**config.mk**
```make
export PLATFORM = sky130hd
export DESIGN_NAME = mpeg_audio_frame_header_decode_unit
export DESIGN_NICKNAME = d
export VERILOG_FILES = /design/src/hw/rtl/mafh_pkg.sv /design/src/hw/rtl/mafh_decode.sv /design/src/hw/rtl/mpeg_audio_frame_header_decode_unit.sv
export SDC_FILE = /design/constraint.sdc
export NUM_CORES = 1
export LEC_CHECK = 0
export ABC_CLOCK_PERIOD_IN_PS = 5100
export BUFFER_PORTS_ARGS = -buffer_cell sky130_fd_sc_hd__buf_2
export CAP_MARGIN = 20
export CORE_MARGIN = 4
export CORE_UTILIZATION = 35
export CTS_CLUSTER_SIZE = 12
export DETAILED_ROUTE_END_ITERATION = 10
export PLACE_DENSITY_LB_ADDON = 0.1
export SLEW_MARGIN = 20
export SYNTH_ARGS = -nofsm -noshare
export SYNTH_HDL_FRONTEND = slang
export SYNTH_SLANG_ARGS = --single-unit
```
**constraint.sdc**
```tcl
create_clock -name i_clk -period 5.1 [get_ports i_clk]
set_clock_uncertainty 0.2 [all_clocks]
set_input_delay 1.53 -clock i_clk [delete_from_list [all_inputs] [get_ports i_clk]]
set_output_delay 1.53 -clock i_clk [all_outputs]
set_load 0.01 [all_outputs]
```
**src/hw/rtl/mafh_pkg.sv**
```systemverilog
// ----------------------------------------------------------------------------
// mafh_pkg
// shared types, header field codes and frame length tables for the
// layer iii frame header decode unit
// ----------------------------------------------------------------------------
package mafh_pkg;

    // header field positions
    localparam logic [31:0] SYNC_MASK = 32'hFFE0_0000;

    // version id codes as they appear in header bits 20..19
    localparam logic [1:0] ID_MPEG25   = 2'b00;
    localparam logic [1:0] ID_RESERVED = 2'b01;
    localparam logic [1:0] ID_MPEG2    = 2'b10;
    localparam logic [1:0] ID_MPEG1    = 2'b11;

    // decoded version codes
    localparam logic [1:0] VER_MPEG1  = 2'd0;
    localparam logic [1:0] VER_MPEG2  = 2'd1;
    localparam logic [1:0] VER_MPEG25 = 2'd2;

    // layer code for layer iii
    localparam logic [1:0] LAYER_III = 2'b01;

    // bitrate and sample rate index codes that are rejected
    localparam logic [3:0] BR_FREE     = 4'd0;
    localparam logic [3:0] BR_BAD      = 4'd15;
    localparam logic [1:0] SR_RESERVED = 2'd3;

    // sample rate index codes
    localparam logic [1:0] SR_IDX0 = 2'd0;
    localparam logic [1:0] SR_IDX1 = 2'd1;
    localparam logic [1:0] SR_IDX2 = 2'd2;

    // channel modes
    localparam logic [1:0] MODE_STEREO = 2'd0;
    localparam logic [1:0] MODE_JOINT  = 2'd1;
    localparam logic [1:0] MODE_DUAL   = 2'd2;
    localparam logic [1:0] MODE_MONO   = 2'd3;

    // side information sizes in bytes
    localparam logic [10:0] SIDE_V1_STEREO = 11'd32;
    localparam logic [10:0] SIDE_V1_MONO   = 11'd17;
    localparam logic [10:0] SIDE_V2_STEREO = 11'd17;
    localparam logic [10:0] SIDE_V2_MONO   = 11'd9;
    localparam logic [10:0] HEADER_BYTES   = 11'd4;
    localparam logic [10:0] CRC_LEN        = 11'd2;

    // bitrate tables in kbps
    localparam logic [8:0] KBPS_V1 [16] = '{
        9'd0,   9'd32,  9'd40,  9'd48,  9'd56,  9'd64,  9'd80,  9'd96,
        9'd112, 9'd128, 9'd160, 9'd192, 9'd224, 9'd256, 9'd320, 9'd0
    };
    localparam logic [8:0] KBPS_V2 [16] = '{
        9'd0,   9'd8,   9'd16,  9'd24,  9'd32,  9'd40,  9'd48,  9'd56,
        9'd64,  9'd80,  9'd96,  9'd112, 9'd128, 9'd144, 9'd160, 9'd0
    };

    // frame lengths for the 44.1 khz family, the only rates that do not divide evenly
    // mpeg-1 at 44100: 144000 * kbps / 44100 = kbps * 1440 / 441
    localparam logic [10:0] LEN_V1_44K [16] = '{
        11'(0),            11'(32 * 1440 / 441),  11'(40 * 1440 / 441),
        11'(48 * 1440 / 441),  11'(56 * 1440 / 441),  11'(64 * 1440 / 441),
        11'(80 * 1440 / 441),  11'(96 * 1440 / 441),  11'(112 * 1440 / 441),
        11'(128 * 1440 / 441), 11'(160 * 1440 / 441), 11'(192 * 1440 / 441),
        11'(224 * 1440 / 441), 11'(256 * 1440 / 441), 11'(320 * 1440 / 441),
        11'(0)
    };
    // mpeg-2 at 22050: 72000 * kbps / 22050 = kbps * 1440 / 441
    localparam logic [10:0] LEN_V2_22K [16] = '{
        11'(0),            11'(8 * 1440 / 441),   11'(16 * 1440 / 441),
        11'(24 * 1440 / 441),  11'(32 * 1440 / 441),  11'(40 * 1440 / 441),
        11'(48 * 1440 / 441),  11'(56 * 1440 / 441),  11'(64 * 1440 / 441),
        11'(80 * 1440 / 441),  11'(96 * 1440 / 441),  11'(112 * 1440 / 441),
        11'(128 * 1440 / 441), 11'(144 * 1440 / 441), 11'(160 * 1440 / 441),
        11'(0)
    };
    // mpeg-2.5 at 11025: 72000 * kbps / 11025 = kbps * 2880 / 441
    localparam logic [10:0] LEN_V25_11K [16] = '{
        11'(0),            11'(8 * 2880 / 441),   11'(16 * 2880 / 441),
        11'(24 * 2880 / 441),  11'(32 * 2880 / 441),  11'(40 * 2880 / 441),
        11'(48 * 2880 / 441),  11'(56 * 2880 / 441),  11'(64 * 2880 / 441),
        11'(80 * 2880 / 441),  11'(96 * 2880 / 441),  11'(112 * 2880 / 441),
        11'(128 * 2880 / 441), 11'(144 * 2880 / 441), 11'(160 * 2880 / 441),
        11'(0)
    };

    // one decoded header
    typedef struct packed {
        logic        valid_res;
        logic [1:0]  version;
        logic        has_crc;
        logic [8:0]  kbit_rate;
        logic [15:0] sample_rate_hz;
        logic        padding;
        logic [1:0]  stereo_mode;
        logic [1:0]  joint_flags;
        logic [2:0]  misc_flags;
        logic [1:0]  emphasis;
        logic [10:0] frame_bytes;
        logic [10:0] main_data_bytes;
    } t_result;

endpackage

```
**src/hw/rtl/mafh_decode.sv**
```systemverilog
// ----------------------------------------------------------------------------
// mafh_decode
// combinational decode of one frame header word into its fields and lengths
// ----------------------------------------------------------------------------
module mafh_decode (
    input  logic [31:0]      i_word,
    output mafh_pkg::t_result o_res
);

    logic        sync_ok;
    logic        ver_ok;
    logic        fields_ok;
    logic [1:0]  ver;
    logic [1:0]  layer;
    logic [3:0]  br_idx;
    logic [1:0]  sr_idx;
    logic [1:0]  mode;
    logic        crc;
    logic        pad;
    logic [8:0]  kbps;
    logic [15:0] rate;
    logic [11:0] kb12;
    logic [11:0] k3;
    logic [11:0] k6;
    logic [11:0] k9;
    logic [11:0] k45;
    logic [10:0] base_len;
    logic [10:0] fbytes;
    logic [10:0] side;
    logic [10:0] crc_len;
    logic [10:0] mbytes;
    mafh_pkg::t_result full;

    assign layer  = i_word[18:17];
    assign br_idx = i_word[15:12];
    assign sr_idx = i_word[11:10];
    assign mode   = i_word[7:6];
    assign crc    = ~i_word[16];
    assign pad    = i_word[9];

    assign sync_ok   = (i_word & mafh_pkg::SYNC_MASK) == mafh_pkg::SYNC_MASK;
    assign fields_ok = (layer == mafh_pkg::LAYER_III) && (br_idx != mafh_pkg::BR_FREE)
                    && (br_idx != mafh_pkg::BR_BAD) && (sr_idx != mafh_pkg::SR_RESERVED);

    always_comb begin
        ver_ok = 1'b1;
        unique case (i_word[20:19])
            mafh_pkg::ID_MPEG1:  ver = mafh_pkg::VER_MPEG1;
            mafh_pkg::ID_MPEG2:  ver = mafh_pkg::VER_MPEG2;
            mafh_pkg::ID_MPEG25: ver = mafh_pkg::VER_MPEG25;
            default: begin
                ver    = mafh_pkg::VER_MPEG1;
                ver_ok = 1'b0;
            end
        endcase
    end

    assign kbps = (ver == mafh_pkg::VER_MPEG1) ? mafh_pkg::KBPS_V1[br_idx]
                                               : mafh_pkg::KBPS_V2[br_idx];

    // small multiples of kbps for the rates that divide evenly
    assign kb12 = {3'b000, kbps};
    assign k3   = (kb12 << 1) + kb12;
    assign k6   = k3 << 1;
    assign k9   = (kb12 << 3) + kb12;
    assign k45  = k9 >> 1;

    always_comb begin
        rate     = 16'd0;
        base_len = 11'd0;
        unique case ({ver, sr_idx})
            {mafh_pkg::VER_MPEG1, mafh_pkg::SR_IDX0}: begin
                rate     = 16'd44100;
                base_len = mafh_pkg::LEN_V1_44K[br_idx];
            end
            {mafh_pkg::VER_MPEG1, mafh_pkg::SR_IDX1}: begin
                rate     = 16'd48000;
                base_len = k3[10:0];
            end
            {mafh_pkg::VER_MPEG1, mafh_pkg::SR_IDX2}: begin
                rate     = 16'd32000;
                base_len = k45[10:0];
            end
            {mafh_pkg::VER_MPEG2, mafh_pkg::SR_IDX0}: begin
                rate     = 16'd22050;
                base_len = mafh_pkg::LEN_V2_22K[br_idx];
            end
            {mafh_pkg::VER_MPEG2, mafh_pkg::SR_IDX1}: begin
                rate     = 16'd24000;
                base_len = k3[10:0];
            end
            {mafh_pkg::VER_MPEG2, mafh_pkg::SR_IDX2}: begin
                rate     = 16'd16000;
                base_len = k45[10:0];
            end
            {mafh_pkg::VER_MPEG25, mafh_pkg::SR_IDX0}: begin
                rate     = 16'd11025;
                base_len = mafh_pkg::LEN_V25_11K[br_idx];
            end
            {mafh_pkg::VER_MPEG25, mafh_pkg::SR_IDX1}: begin
                rate     = 16'd12000;
                base_len = k6[10:0];
            end
            {mafh_pkg::VER_MPEG25, mafh_pkg::SR_IDX2}: begin
                rate     = 16'd8000;
                base_len = k9[10:0];
            end
            default: begin
                rate     = 16'd0;
                base_len = 11'd0;
            end
        endcase
    end

    assign fbytes = base_len + {10'd0, pad};

    always_comb begin
        if (ver == mafh_pkg::VER_MPEG1) begin
            side = (mode == mafh_pkg::MODE_MONO) ? mafh_pkg::SIDE_V1_MONO
                                                 : mafh_pkg::SIDE_V1_STEREO;
        end else begin
            side = (mode == mafh_pkg::MODE_MONO) ? mafh_pkg::SIDE_V2_MONO
                                                 : mafh_pkg::SIDE_V2_STEREO;
        end
    end

    assign crc_len = crc ? mafh_pkg::CRC_LEN : 11'd0;
    assign mbytes  = fbytes - mafh_pkg::HEADER_BYTES - side - crc_len;

    always_comb begin
        full.valid_res       = 1'b1;
        full.version         = ver;
        full.has_crc         = crc;
        full.kbit_rate       = kbps;
        full.sample_rate_hz  = rate;
        full.padding         = pad;
        full.stereo_mode     = mode;
        full.joint_flags     = (mode == mafh_pkg::MODE_JOINT) ? i_word[5:4] : 2'b00;
        full.misc_flags      = {i_word[8], i_word[3], i_word[2]};
        full.emphasis        = i_word[1:0];
        full.frame_bytes     = fbytes;
        full.main_data_bytes = mbytes;
    end

    // rejected headers give an all-zero result
    assign o_res = (sync_ok && ver_ok && fields_ok) ? full : '0;

endmodule

```
**src/hw/rtl/mpeg_audio_frame_header_decode_unit.sv**
```systemverilog
// ----------------------------------------------------------------------------
// mpeg_audio_frame_header_decode_unit
// pipeline: a header word taken at a clock edge is held in the input register, passes
//   the decode logic and is loaded into the result register, where o_done marks it
// throughput: one header word per cycle, busy never rises, the receiver cannot stall
// reset: synchronous active-low i_rst_n clears both valid flags, payload is not reset
// ----------------------------------------------------------------------------
module mpeg_audio_frame_header_decode_unit (
    input  logic        i_clk,
    input  logic        i_rst_n,
    // command channel
    input  logic        start,
    output logic        busy,
    input  logic [31:0] i_header_word,
    // result channel, one cycle strobe
    output logic        o_done,
    output logic        o_valid_res,
    output logic [1:0]  o_version,
    output logic        o_has_crc,
    output logic [8:0]  o_kbit_rate,
    output logic [15:0] o_sample_rate_hz,
    output logic        o_padding,
    output logic [1:0]  o_stereo_mode,
    output logic [1:0]  o_joint_flags,
    output logic [2:0]  o_misc_flags,
    output logic [1:0]  o_emphasis,
    output logic [10:0] o_frame_bytes,
    output logic [10:0] o_main_data_bytes
);

    // input stage
    logic              r_in_vld;
    logic              n_in_vld;
    logic [31:0]       r_word;

    // result stage
    logic              r_out_vld;
    logic              n_out_vld;
    mafh_pkg::t_result r_res;
    mafh_pkg::t_result dec_res;

    // every decode finishes in one pass, so the unit never pushes back
    assign busy = 1'b0;

    // a transaction is taken whenever start is high and busy is low
    assign n_in_vld  = start && !busy;
    assign n_out_vld = r_in_vld;

    always_ff @(posedge i_clk) begin
        if (!i_rst_n) begin
            r_in_vld  <= 1'b0;
            r_out_vld <= 1'b0;
        end else begin
            r_in_vld  <= n_in_vld;
            r_out_vld <= n_out_vld;
        end
    end

    // payload registers only load on a live transaction
    always_ff @(posedge i_clk) begin
        if (n_in_vld) begin
            r_word <= i_header_word;
        end
        if (r_in_vld) begin
            r_res <= dec_res;
        end
    end

    // all checks, table lookups and length math sit between r_word and r_res
    mafh_decode u_decode (
        .i_word (r_word),
        .o_res  (dec_res)
    );

    // result ports, held between strobes but only meaningful while o_done is high
    assign o_done            = r_out_vld;
    assign o_valid_res       = r_res.valid_res;
    assign o_version         = r_res.version;
    assign o_has_crc         = r_res.has_crc;
    assign o_kbit_rate       = r_res.kbit_rate;
    assign o_sample_rate_hz  = r_res.sample_rate_hz;
    assign o_padding         = r_res.padding;
    assign o_stereo_mode     = r_res.stereo_mode;
    assign o_joint_flags     = r_res.joint_flags;
    assign o_misc_flags      = r_res.misc_flags;
    assign o_emphasis        = r_res.emphasis;
    assign o_frame_bytes     = r_res.frame_bytes;
    assign o_main_data_bytes = r_res.main_data_bytes;

`ifndef SYNTHESIS
    // every taken transaction produces its strobe after the input and result registers
    a_start_to_done: assert property (@(posedge i_clk) disable iff (!i_rst_n)
        (start && !busy) |-> ##2 o_done)
        else $error("result strobe missing two cycles after an accepted header");

    // no strobe without a matching transaction through the input and result registers
    a_done_has_source: assert property (@(posedge i_clk) disable iff (!i_rst_n)
        o_done |-> $past(start && !busy, 2))
        else $error("result strobe without a matching transaction");

    // rejected headers carry an all-zero payload
    a_invalid_zero: assert property (@(posedge i_clk) disable iff (!i_rst_n)
        (o_done && !o_valid_res) |-> (o_frame_bytes == 11'd0 && o_kbit_rate == 9'd0
            && o_sample_rate_hz == 16'd0 && o_main_data_bytes == 11'd0))
        else $error("rejected header produced nonzero fields");

    // main data always fits inside the frame for a good header
    a_main_fits: assert property (@(posedge i_clk) disable iff (!i_rst_n)
        (o_done && o_valid_res) |-> (o_main_data_bytes < o_frame_bytes))
        else $error("main data length not below frame length");
`endif

endmodule
```
==> flow_summary.json <==
{
  "grt_pass1_vias": 4122,
  "fin_crit_sh": 0.9299,
  "synth_top_cell_area_share": 0.4887,
  "io_pins": 98,
  "crit_fanout": 9,
  "crit_path_top_delay_cell": "edfxtp_1",
  "finalWorstSetupSlack_ns": 0.3574,
  "finalHoldWorstSlack_ns": 0.3196,
  "cts_hold_buf": 0,
  "drc": 0,
  "die_height_um": 132.3,
  "crit_type": "reg2reg",
  "critPathMaxStageDelay_ns": 0.43,
  "cp-start-kind": "register",
  "layout.cells.non_filler": 808,
  "wirelength_mm": 14.48,
  "synth_fa_ha_area_frac": 0.09209,
  "synth-edff-count": 88,
  "peakVddDrop_mv": 0.2051,
  "crit_top_cell": "ha_1",
  "reg2reg_to": "o_main_data_bytes[10]$_SDFFCE_PN0P_",
  "dpl_worst_slack_ns": 0.1774,
  "routabilityCongestion": 0.9529,
  "synth_flop_cell": "edfxtp_1",
  "ant_nets": 0,
  "fin_crit_ns": 4.743,
  "numCtsBuffers": 9,
  "vias": 4103,
  "clk_latency_ns": 0.35,
  "ys_ff_latch": 90,
  "busiest_layer": "met2",
  "final_cell_mix": "buf_2, edfxtp_1, buf_4, nor2_1",
  "cts_tree": "done",
  "synthMuxAreaShare": 0.02453,
  "grt_overflow_total": 0,
  "min_path_type": "reg2reg",
  "path_cells": "buf_4 -> ha_1 -> nand2b_1 -> o211ai_1 -> a2bb2oi_2 -> inv_1 -> ha_1 -> a221o_1 -> nor4_4 -> buf_4 -> a21oi_4 -> nand2_1 -> xnor2_2 -> ha_1 -> inv_1 -> ha_1 -> o21ai_0 -> nand2b_1 -> a21oi_2 -> o221ai_1 -> nand2b_1 -> mux2_4",
  "setup_violations": 0,
  "grt_max_degree": 49,
  "core.rowCount": 45,
  "cp_data_arrival_time_ns": 4.64,
  "port_buffers": 92,
  "ys_types": 76,
  "die_area_sq_um": 17500,
  "die_w_um": 132.3,
  "async_flop_share": 0,
  "whs_path_depth": 1,
  "maxCapViolCount": 0,
  "grt_usage": 0.1698,
  "status": "finished, final reports clean",
  "clkSlewWorstSetupHoldPaths_ns": 0.07,
  "grt_use_met2": 0.2845,
  "seq_area_frac_synth": 0.4961,
  "min_to": "o_misc_flags[2]$_SDFFCE_PN0P_",
  "ys_warn_count": 0,
  "clock-sinks": 90,
  "syn_avg_cell_area_sq_um": 11.13,
  "hold_start": "r_word[8]$_DFFE_PP_",
  "final_common_cell": "buf_2",
  "synth-xor-area-share": 0.02915,
  "crit_family": "adder cells",
  "cp_num_buf_inv": 4,
  "cts_root_buf": "clkbuf_16",
  "leakagePower_nw": 2.654,
  "relSlewSlack": 0.5443,
  "dpl.hpwl_mm": 11.35,
  "grtUsageMet1": 0.2177,
  "dr.pass1.iters": 5,
  "fmax_ghz": 0.2109,
  "rsz0062_at_grt": "false",
  "tightest_slew_ns": 0.6835,
  "wl_per_cell_um": 17.92,
  "reg2reg_slack_ns": 0.36,
  "synthCells": 486,
  "fillerInstances": 1459,
  "drive_above_1_share": 0.3194,
  "fin_util": 0.4415,
  "synth.largest_area_cell": "edfxtp_1",
  "cts_buffer_depth": 2,
  "synth-simple-area-share": 0.1629,
  "place_inst": 790,
  "final_nets": 688,
  "grt_pass1_wl_mm": 23.16,
  "cts-htree-levels": 3,
  "n_antenna_cell": 0,
  "hold_viol_final": 0,
  "r2r_start": "r_word[12]$_DFFE_PP_",
  "timing_max_transition_violations_final": 0,
  "pwr_density_cell_nw_per_um2": 313.9,
  "core-area_sq_um": 15150,
  "yosys-top-cells-area": "edfxtp_1, ha_1, nor2_1",
  "fin_tns_setup_ns": 0,
  "reg2reg_depth": 22,
  "synth_top_family_by_area": "simple AND/OR/NAND/NOR gates",
  "viasPerCell": 5.078,
  "synth_compound_area_frac": 0.1379,
  "start_util": 0.3570,
  "drt_iter0_drc": 270,
  "netlist_area_sq_um": 5408,
  "area_delta_synth_final_pct": 23.65,
  "antenna_found_initial": 0,
  "cp-end-kind": "register",
  "grt.met3_usage": 0.03855,
  "crit_start": "r_word[12]$_DFFE_PP_",
  "crit_required_ns": 5.00
}
-- worst max path at each step --
stage / endpoint / slack (ns) / cells after the start
2_1_floorplan: o_main_data_bytes[10]$_SDFFCE_PN0P_ / 0.008 / 21
3_3_place_gp: o_main_data_bytes[10]$_SDFFCE_PN0P_ / 0.28 / 21
3_5_place_dp: o_main_data_bytes[10]$_SDFFCE_PN0P_ / 0.18 / 21
4_1_cts: o_main_data_bytes[10]$_SDFFCE_PN0P_ / 0.14 / 21
5_1_grt: o_main_data_bytes[10]$_SDFFCE_PN0P_ / 0.03 / 21
6_report: o_main_data_bytes[10]$_SDFFCE_PN0P_ / 0.36 / 22
-- cells in the mapped netlist, types with 6 or more instances --
library cell and instances:
and2_1 14, edfxtp_1 88, inv_1 26, and3_1 6, buf_4 8, a21oi_1 34, nor3_1 6, xnor2_1 10
o21ai_0 13, clkbuf_1 9, nor2b_1 10, nand2b_1 7, xor2_1 8, ha_1 35, buf_2 10, nor2_1 47
nand2_1 32
-- logic make-up after synthesis --
group	Yosys count
xor+xnor	18
fa+ha+maj	38
buf+inv	64
mux	9
compound gates	106
other cells	1
flops	90
simple gates	160
-- metal layers --
layer / vias to the layer above / part of all wire
met2: 115 / 0.49
met4: 0 / 0.017
met5: - / 0
met3: 13 / 0.042
met1: 1947 / 0.45
li1: 2028 / -
-- report_power, final --
| part | total (W) | switching [W] | internal, W |
|---|---|---|---|
| Combinational | 0.000599 | 0.000329 | 0.000270 |
| Sequential | 0.000878 | 0.0000206 | 0.000857 |
| Clock | 0.000623 | 0.000285 | 0.000337 |
-- metrics by stage --
step | power (W) | area (sq um)
after CTS | 0.002114 | 6625
after global routing | 0.002226 | 6686
after detailed placement | 0.001477 | 6341
after global placement | 0.001480 | 6341
after floorplan | 0.001254 | 5423
final | 0.002099 | 6686
-- flip-flops by register name, indices dropped and copies added (netlist names) --
register and cells:
n_out_vld 1, o_done 1, o_emphasis 2, o_frame_bytes 11
o_has_crc 1, o_joint_flags 2, o_kbit_rate 6, o_main_data_bytes 11
o_misc_flags 3, o_padding 1, o_sample_rate_hz 14, o_stereo_mode 2
o_valid_res 1, o_version 2, r_word 32
-- cell type report --
type | count | area [sq um] | area share
Clock buffer | 9 | 225.2 | 0.03368
Clock inverter | 7 | 58.81 | 0.008795
Inverter | 29 | 108.9 | 0.01628
Multi-Input combinational cell | 336 | 2486 | 0.3718
Sequential cell | 90 | 2684 | 0.4014
Tap cell | 188 | 235.2 | 0.03518
Timing Repair Buffer | 149 | 888.4 | 0.1329
-- what timing repair did --
item | CTS | global route
resized for setup | 0 | 10
endpoints found under the setup margin | 0 | 1
setup buffers | 0 | 2
(Power assumes the default switching activity.)
